==> src/hdl/bsf_pkg.sv <==
// Shared types and constants for the 3x3 box smoothing filter.
// No dependencies.
`default_nettype none
package bsf_pkg;
	localparam int MAX_SIDE = 32;
	localparam int PIX_W = 8;
	localparam int POS_W = 5;
	localparam int SIDE_W = 6;
	localparam int SUM_W = 12;

	// one emit command from front to back
	typedef struct packed {
		logic [POS_W-1:0] row;
		logic [POS_W-1:0] col;
		logic             last;
		logic             done;
	} cmd_t;

	// truncated divide of a 12-bit sum by 4 with a shift, or by 6 or 9 using reciprocal multiplies
	function automatic logic [PIX_W-1:0] mean_div(input logic [SUM_W-1:0] s,
			input logic [3:0] cnt);
		logic [SUM_W+12:0] p;
		logic [PIX_W-1:0] q;
		begin
			p = '0;
			q = '0;
			unique case (cnt)
				4'd4: q = s[PIX_W+1:2];
				4'd6: begin
					p = {1'b0, s} * 13'd2731; // 2^14/6 rounded up
					q = p[21:14];
				end
				default: begin
					p = {1'b0, s} * 13'd3641; // 2^15/9 rounded up
					q = p[22:15];
				end
			endcase
			mean_div = q;
		end
	endfunction

	// row index mod 3: 4 is 1 mod 3, so add the 2-bit digits and fold
	function automatic logic [1:0] mod3(input logic [POS_W-1:0] v);
		logic [2:0] s;
		begin
			s = {1'b0, v[1:0]} + {1'b0, v[3:2]} + {2'b0, v[4]};
			if (s >= 3'd6) s = s - 3'd6;
			else if (s >= 3'd3) s = s - 3'd3;
			mod3 = s[1:0];
		end
	endfunction
endpackage
`default_nettype wire

==> src/hdl/box_smoothing_filter_3x3_core.sv <==
// Top level of the 3x3 box smoothing filter: config register, front and back.
// Depends on bsf_pkg, bsf_front, bsf_back.
`default_nettype none
// Pixels arrive in raster order; each accepted pixel causes zero, one, two or,
// at frame end, side+2 results (side clamped to 2..MAX_SIDE). Each result holds
// the back end while it takes the command, makes nine serial reads of the single
// read port of the line store, waits for the last read to land and, once the
// output is free, divides into the output register. Input stalls until the
// pixel's last command has been taken by the back end; pixels of row 0 also wait
// until the back end is idle, so a new frame never overwrites rows still being
// read. Writing side restarts the frame and drops pending results.
module box_smoothing_filter_3x3_core import bsf_pkg::*; (
	input  wire logic              clk,
	input  wire logic              arst_n,
	input  wire logic              in_valid,
	output logic                   in_stall,
	input  wire logic [PIX_W-1:0]  pixel,
	input  wire logic              cfg_valid,
	output logic                   cfg_ready,
	input  wire logic [SIDE_W-1:0] side,
	output logic                   out_valid,
	input  wire logic              out_stall,
	output logic [PIX_W-1:0]       smoothed,
	output logic [POS_W-1:0]       out_row,
	output logic [POS_W-1:0]       out_col,
	output logic                   last_of_run,
	output logic                   frame_done
);
	logic [SIDE_W-1:0] side_q;
	logic restart;
	logic wr_en, cmd_valid, cmd_stall;
	logic [$clog2(3*MAX_SIDE)-1:0] wr_addr;
	logic [PIX_W-1:0] wr_data;
	cmd_t cmd;

	assign cfg_ready = 1'b1;
	assign restart = cfg_valid;
	always_ff @(posedge clk or negedge arst_n) begin
		if (!arst_n) side_q <= SIDE_W'(MAX_SIDE);
		else if (cfg_valid) side_q <= side;
	end

	bsf_front u_front (
		.clk, .arst_n, .in_valid, .in_stall, .pixel, .side_q_i(side_q), .restart,
		.wr_en, .wr_addr, .wr_data, .cmd_valid, .cmd, .cmd_stall
	);
	bsf_back u_back (
		.clk, .arst_n, .side_q_i(side_q), .restart, .wr_en, .wr_addr, .wr_data,
		.cmd_valid, .cmd, .cmd_stall, .out_valid, .out_stall, .smoothed,
		.out_row, .out_col, .last_of_run, .frame_done
	);
endmodule
`default_nettype wire

==> src/hdl/bsf_front.sv <==
// Front end: accepts pixels, writes the line store address, queues emit commands.
// Depends on bsf_pkg.
`default_nettype none
module bsf_front import bsf_pkg::*; (
	input  wire logic                 clk,
	input  wire logic                 arst_n,
	input  wire logic                 in_valid,
	output logic                      in_stall,
	input  wire logic [PIX_W-1:0]     pixel,
	input  wire logic [SIDE_W-1:0]    side_q_i,
	input  wire logic                 restart,
	output logic                      wr_en,
	output logic [$clog2(3*MAX_SIDE)-1:0] wr_addr,
	output logic [PIX_W-1:0]          wr_data,
	output logic                      cmd_valid,
	output cmd_t                      cmd,
	input  wire logic                 cmd_stall
);
	localparam int AW = $clog2(3*MAX_SIDE);
	logic [POS_W-1:0] row_q, col_q;
	logic [1:0] bank_q;
	logic [POS_W-1:0] n1;
	logic [SIDE_W-1:0] n;
	// burst of pending emits
	logic busy_q;
	logic [1:0] phase_q;          // 0: diag, 1: right edge, 2: last row
	logic [POS_W-1:0] ec_q, pc_q, pr_q;
	logic has_diag_q, has_edge_q, has_frame_q;
	logic acc;

	always_comb begin
		n = side_q_i;
		if (n < SIDE_W'(2)) n = SIDE_W'(2);
		if (n > SIDE_W'(MAX_SIDE)) n = SIDE_W'(MAX_SIDE);
		n1 = POS_W'(n - SIDE_W'(1));
	end

	// row 0 of a new frame waits for the back end to finish reading the old last rows
	assign in_stall = busy_q || (cmd_stall && (row_q == '0));
	assign acc = in_valid && !in_stall;
	assign wr_en = acc;
	assign wr_addr = AW'(bank_q * MAX_SIDE + col_q);
	assign wr_data = pixel;

	// pending command selection
	logic more;
	always_comb begin
		cmd = '0;
		cmd.done = 1'b0;
		priority if (phase_q == 2'd0 && has_diag_q) begin
			cmd.row = pr_q - POS_W'(1);
			cmd.col = pc_q - POS_W'(1);
			more = has_edge_q || has_frame_q;
		end else if (phase_q <= 2'd1 && has_edge_q) begin
			cmd.row = pr_q - POS_W'(1);
			cmd.col = n1;
			more = has_frame_q;
		end else begin
			cmd.row = n1;
			cmd.col = ec_q;
			cmd.done = (ec_q == n1);
			more = (ec_q != n1);
		end
		cmd.last = !more;
	end
	assign cmd_valid = busy_q;

	always_ff @(posedge clk or negedge arst_n) begin
		if (!arst_n) begin
			row_q <= '0; col_q <= '0; bank_q <= '0; busy_q <= 1'b0;
			phase_q <= '0; ec_q <= '0; pc_q <= '0; pr_q <= '0;
			has_diag_q <= 1'b0; has_edge_q <= 1'b0; has_frame_q <= 1'b0;
		end else if (restart) begin
			row_q <= '0; col_q <= '0; bank_q <= '0; busy_q <= 1'b0;
		end else begin
			if (busy_q && !cmd_stall) begin
				if (cmd.last) busy_q <= 1'b0;
				else if (phase_q == 2'd0 && has_diag_q) begin
					phase_q <= has_edge_q ? 2'd1 : 2'd2;
				end else if (phase_q <= 2'd1 && has_edge_q) phase_q <= 2'd2;
				else ec_q <= ec_q + POS_W'(1);
			end
			if (acc) begin
				pr_q <= row_q;
				pc_q <= col_q;
				has_diag_q <= (row_q != 0) && (col_q != 0);
				has_edge_q <= (row_q != 0) && (col_q == n1);
				has_frame_q <= (row_q == n1) && (col_q == n1);
				ec_q <= '0;
				phase_q <= '0;
				busy_q <= ((row_q != 0) && (col_q != 0));
				if (col_q == n1) begin
					col_q <= '0;
					if (row_q == n1) begin
						row_q <= '0; bank_q <= '0;
					end else begin
						row_q <= row_q + POS_W'(1);
						bank_q <= (bank_q == 2'd2) ? 2'd0 : bank_q + 2'd1;
					end
				end else col_q <= col_q + POS_W'(1);
			end
		end
	end
endmodule
`default_nettype wire

==> src/hdl/bsf_back.sv <==
// Back end: line store, 3x3 window gather over cycles, divide, output register.
// Depends on bsf_pkg.
`default_nettype none
module bsf_back import bsf_pkg::*; (
	input  wire logic                 clk,
	input  wire logic                 arst_n,
	input  wire logic [SIDE_W-1:0]    side_q_i,
	input  wire logic                 restart,
	input  wire logic                 wr_en,
	input  wire logic [$clog2(3*MAX_SIDE)-1:0] wr_addr,
	input  wire logic [PIX_W-1:0]     wr_data,
	input  wire logic                 cmd_valid,
	input  wire cmd_t                 cmd,
	output logic                      cmd_stall,
	output logic                      out_valid,
	input  wire logic                 out_stall,
	output logic [PIX_W-1:0]          smoothed,
	output logic [POS_W-1:0]          out_row,
	output logic [POS_W-1:0]          out_col,
	output logic                      last_of_run,
	output logic                      frame_done
);
	localparam int AW = $clog2(3*MAX_SIDE);
	logic [PIX_W-1:0] mem [3*MAX_SIDE];
	logic [PIX_W-1:0] rd_q;
	logic [AW-1:0] rd_addr;
	logic [SIDE_W-1:0] n;
	logic [POS_W-1:0] n1;
	typedef enum logic [1:0] {S_IDLE, S_READ, S_DIV} st_t;
	st_t st_q;
	logic [1:0] ky_q, kx_q;   // tap row and column offset 0..2
	logic rd_v_q;
	logic tap_ok_q;
	logic [SUM_W-1:0] sum_q;
	logic [3:0] cnt_q;
	cmd_t c_q;
	logic [POS_W-1:0] ty, tx;
	logic tok;
	logic fire;
	logic signed [POS_W+1:0] yy, xx;

	always_comb begin
		n = side_q_i;
		if (n < SIDE_W'(2)) n = SIDE_W'(2);
		if (n > SIDE_W'(MAX_SIDE)) n = SIDE_W'(MAX_SIDE);
		n1 = POS_W'(n - SIDE_W'(1));
		yy = $signed({2'b0, c_q.row}) + $signed({5'b0, ky_q}) - 7'sd1;
		xx = $signed({2'b0, c_q.col}) + $signed({5'b0, kx_q}) - 7'sd1;
		tok = (yy >= 0) && (xx >= 0) && (yy <= $signed({2'b0, n1}))
			&& (xx <= $signed({2'b0, n1}));
		ty = POS_W'(yy);
		tx = POS_W'(xx);
		rd_addr = AW'(mod3(ty) * MAX_SIDE + tx);
	end

	always_ff @(posedge clk) begin
		if (wr_en) mem[wr_addr] <= wr_data;
		rd_q <= mem[rd_addr];
	end

	assign cmd_stall = (st_q != S_IDLE);
	// last read has landed and the output register is free
	assign fire = (st_q == S_DIV) && !rd_v_q && (!out_valid || !out_stall);

	always_ff @(posedge clk or negedge arst_n) begin
		if (!arst_n) begin
			st_q <= S_IDLE; out_valid <= 1'b0; rd_v_q <= 1'b0;
			ky_q <= '0; kx_q <= '0; tap_ok_q <= 1'b0; sum_q <= '0; cnt_q <= '0;
			c_q <= '0; smoothed <= '0; out_row <= '0; out_col <= '0;
			last_of_run <= 1'b0; frame_done <= 1'b0;
		end else if (restart) begin
			st_q <= S_IDLE; out_valid <= 1'b0; rd_v_q <= 1'b0;
		end else begin
			if (fire) out_valid <= 1'b1;
			else if (!out_stall) out_valid <= 1'b0;
			rd_v_q <= (st_q == S_READ);
			if (st_q == S_IDLE) begin
				sum_q <= '0;
				cnt_q <= '0;
			end else if (rd_v_q && tap_ok_q) begin
				sum_q <= sum_q + SUM_W'(rd_q);
				cnt_q <= cnt_q + 4'd1;
			end
			unique case (st_q)
				S_IDLE: if (cmd_valid) begin
					c_q <= cmd; ky_q <= '0; kx_q <= '0; st_q <= S_READ;
				end
				S_READ: begin
					tap_ok_q <= tok;
					if (ky_q == 2'd2 && kx_q == 2'd2) st_q <= S_DIV;
					else if (kx_q == 2'd2) begin
						kx_q <= '0;
						ky_q <= ky_q + 2'd1;
					end else kx_q <= kx_q + 2'd1;
				end
				S_DIV: if (fire) begin
					smoothed <= mean_div(sum_q, cnt_q);
					out_row <= c_q.row; out_col <= c_q.col;
					last_of_run <= c_q.last; frame_done <= c_q.done;
					st_q <= S_IDLE;
				end
				default: st_q <= S_IDLE;
			endcase
		end
	end
endmodule
`default_nettype wire

==> config.mk <==
export PLATFORM = sky130hd
export DESIGN_NAME = box_smoothing_filter_3x3_core
export DESIGN_NICKNAME = d
export VERILOG_FILES = /design/src/hdl/bsf_pkg.sv /design/src/hdl/box_smoothing_filter_3x3_core.sv /design/src/hdl/bsf_front.sv /design/src/hdl/bsf_back.sv
export SDC_FILE = /design/constraint.sdc
export NUM_CORES = 1
export LEC_CHECK = 0
export BUFFER_PORTS_ARGS = -buffer_cell sky130_fd_sc_hd__buf_2
export CAP_MARGIN = 25
export CORE_ASPECT_RATIO = 0.75
export CORE_MARGIN = 4
export CORE_UTILIZATION = 59
export CTS_BUF_LIST = sky130_fd_sc_hd__clkbuf_4
export CTS_CLUSTER_DIAMETER = 200
export DETAILED_ROUTE_END_ITERATION = 6
export HOLD_SLACK_MARGIN = 0.03
export MAX_ROUTING_LAYER = met4
export PLACE_DENSITY = 0.87
export SLEW_MARGIN = 20
export SYNTH_ARGS = -nofsm -noshare
export SYNTH_HDL_FRONTEND = slang
export SYNTH_SLANG_ARGS = --single-unit
==> constraint.sdc <==
create_clock -name clk -period 5.1 [get_ports clk]
set_input_delay 0.51 -clock clk [delete_from_list [all_inputs] [get_ports clk]]
set_output_delay 0.51 -clock clk [all_outputs]
set_load 0.005 [all_outputs]
==> results.yml <==
run_status:
  status: "finished, violations left"
  violations: "DRC"
flow_run:
  cap_viol_max_count: 0
route:
  ant_nets: 0
  first_iter_violations: 2845
  vias: 22400
  wl_per_cell_um: 25.5
  finalWirelength_um: 91300
  topRoutingLayerUsed: "met4"
  wl_met2_um: 43800
  wl_met1_um: 35900
  firstDrtPassIters: 7
  drc: 1
  met3_length_um: 9720
  routed_via_density: 6.26
synthesis:
  synth_seq_area_share_pct: 64.3
  synth_top_family_by_area: "multiplexers"
  syn_inst: 2296
  yosysWarnings: 0
  synthAdderAreaFrac_pct: 9.60
  async_flop_share_pct: 11.0
  postSynthAreaPerCell_um2: 17.3
  netlist_area_um2: 39800
  synthMuxAreaShare_pct: 15.1
  dominantRegCellSynth: "edfxtp_1"
  synth-seq-cells: 872
  synth-simple-area-share_pct: 4.15
  synth_xor_area_share_pct: 1.22
  synth.net_count: 2576
  synth_compound_area_share_pct: 3.01
  ys_types: 68
  synth_edf_count: 768
cts:
  cts_root_buf: "clkbuf_4"
  htreeDepth: 4
  clk_path_buf_depth: 3
  insertion_delay_ns: 0.94
  tritoncts: "done"
  cts_buffers: 191
  clk_pin_slew_worst_paths_ns: 0.07
  clkSinkCount: 872
finish:
  final_cell_area_um2: 44400
  final_layout_size_suffix_gt1_share_pct: 28.0
  syn2layout_area_growth_pct: 11.5
  nNetsFinal: 2833
  fill_cells: 4216
sta:
  rsz0062_at_grt: "true"
  post-route-period-util_pct: 96.4
  setup_slack_ns: 0.183
  fin_worst_skew_ns: 0.0588
  relSlewSlack_pct: 20.1
  max_freq_ghz: 0.203
  drv_slew: 0
  setup_viol: 0
  layout_min_cycle_time_ns: 4.92
  tightest_slew_ns: 1.19
  hold_viol: 0
worst_setup_path:
  worstPathRequired_ns: 5.87
  crit_type: "reg2reg"
  end_kind: "flop"
  rr_startpoint: "u_back.sum_q[2]"
  rrSetupSlack_ns: 0.18
  endpoint: "u_back.smoothed[7]"
  rr_endpoint: "u_back.smoothed[7]"
  arrival_ns: 5.68
  cp-start-kind: "flop"
  rr_worst_depth: 16
  cp-startpoint: "u_back.sum_q[2]"
  crit_fanout: 7
floorplanning:
  initial_core_util_pct: 59.6
  chipWidth_um: 308
  coreArea_um2: 66800
  die_area_um2: 71800
  rows: 82
  fp.dieH_um: 233
  ioPinCount: 42
place:
  place_congestion: 0.951
  port_buffers: 40
  dpl_cell_area_um2: 41400
  hpwl_um: 58400
  pre_cts_ws_ns: -0.0924
global_routing:
  antenna_found_initial: 3
  grt_first_pass_wirelength_um: 139000
  grt_pass1_vias: 23200
  grt.overflow.total: 0
  grt_max_degree: 97
  grt_use_total_pct: 26.6
worst_hold_path:
  hold_path.class: "in2async"
power:
  p_total_mw: 29.1
  leakagePower_nw: 16.5
  pwr_density_cell_nw_per_um2: 656
  peakVddDrop_v: 0.00120
## cells by family after synthesis
| kind of cell | after synthesis |
|---|---|
| mux | 286 |
| buf+inv | 263 |
| flops | 872 |
| fa+ha+maj | 261 |
| xor+xnor | 53 |
| other cells | 1 |
| compound gates | 190 |
| simple gates | 370 |
## cell usage after synthesis (4+ instances only)
cell type  number  area [µm²]
nor3b_1         5        37.5
a21o_1          9        67.6
mux2_2         35         394
buf_2          21         105
nand3_1        26         130
inv_1         177         664
a211o_1         4        35.0
nand2_1       107         402
nor2_1        152         571
ha_1          187        2340
a21oi_1        50         250
a22o_1          5        43.8
nand4_1        11        68.8
nor2b_1        18         113
o21ai_1        13        65.1
nand2b_1       10        62.6
xor2_1         23         201
nor3_1         13        65.1
o211ai_1        4        30.0
fa_1           74        1480
o21bai_1        5        37.5
o21ai_0        44         220
buf_1           7        26.3
xnor2_1        28         245
a31oi_1         8        50.1
dfxtp_1         8         160
edfxtp_1      768       23100
clkbuf_1       54         203
a211oi_1        6        45.0
and3_1          4        25.0
or3_1           4        25.0
mux4_2        248        5590
o31ai_1        11        82.6
dfrtp_1        95        2380
## layout make-up
cell class / count / area [µm²] / area share, %
sequential: 872 / 25600 / 57.7
multi-input combinational: 1161 / 13300 / 30.0
clock buffer: 284 / 2130 / 4.80
timing repair buffer: 149 / 1240 / 2.80
tap: 882 / 1100 / 2.49
inverter: 178 / 672 / 1.51
clock inverter: 46 / 279 / 0.628
antenna: 3 / 7.51 / 0.0169
## per-layer routing
metal / GRT usage, % / vias to the layer above
li1: - / 9491
met1: 37.1 / 11400
met2: 40.3 / 1339
met3: 6.15 / 161
met4: 7.29 / 0
met5: - / -
## placed cells by master, fill, tap and decap left out, types with 49 or more instances in the layout
cell	instances
edfxtp_1	768
buf_4	80
fa_1	71
clkbuf_4	284
dfrtp_1	91
a21oi_1	49
ha_1	184
nor2_1	150
mux4_2	248
nand2_1	107
inv_1	174
## critical path: stages, from the launching register on
cell and delay (ns):
dfrtp_1 0.42, buf_4 0.20, ha_1 0.34, fa_1 0.54
fa_1 0.44, fa_1 0.50, inv_1 0.05, fa_1 0.48
inv_1 0.04, ha_1 0.30, a21o_1 0.21, nor4_4 0.18
or3_4 0.18, a21oi_1 0.09, or4_1 0.51, a31oi_1 0.18
a21oi_1 0.10
## registers in the layout, indices dropped and copies added, names as in the netlist, 4 cells and up
name             cells
u_back.cnt_q         4
u_back.c_q          12
side_q               6
u_front.pr_q         5
u_front.col_q        5
u_front.pc_q         5
u_back.sum_q        12
u_front.ec_q         5
u_back.mem         768
u_back.rd_q          8
u_back.out_row       5
u_back.out_col       5
u_front.row_q        5
u_back.smoothed      8
## through the flow
stage | instances | setup TNS [ns] | util, % | hold WS (ns)
finish | 3575 | 0 | 66.5 | 0.110
global route | 3575 | -0.0374 | 66.5 | 0.0448
CTS | 3551 | 0 | 65.9 | 0.0362
detailed placement | 3207 | -0.175 | 62.0 | 0.458
global placement | 3207 | 0 | 62.0 | 0.458
floorplan | 2296 | 0 | - | 0.214
## repair_timing
item	CTS	global route
resized for setup	3	25
pin swaps	0	14
endpoints found under the setup margin	2	15
endpoints found under the hold margin	73	17
gates cloned	0	1
buffers inserted	0	11
hold buffers	14	3
## how the worst min path moves through the flow
stage / end / slack [ns] / cells past startpoint
after CTS: u_back.c_q[9] / 0.04 / 2
final: u_back.c_q[9] / 0.11 / 2
after global placement: u_front.has_diag_q / 0.46 / 2
after global routing: u_back.mem[28][6] / 0.04 / 2
after detailed placement: u_front.has_diag_q / 0.46 / 2
after floorplan: side_q[0] / 0.21 / 0
## report_power, final
group / switching (mW) / total [mW] / internal (mW)
Clock: 2.67 / 5.32 / 2.65
Sequential: 0.121 / 8.10 / 7.97
Combinational: 8.10 / 15.7 / 7.59
Total: 10.9 / 29.1 / 18.2
(Power assumes the default switching activity.)
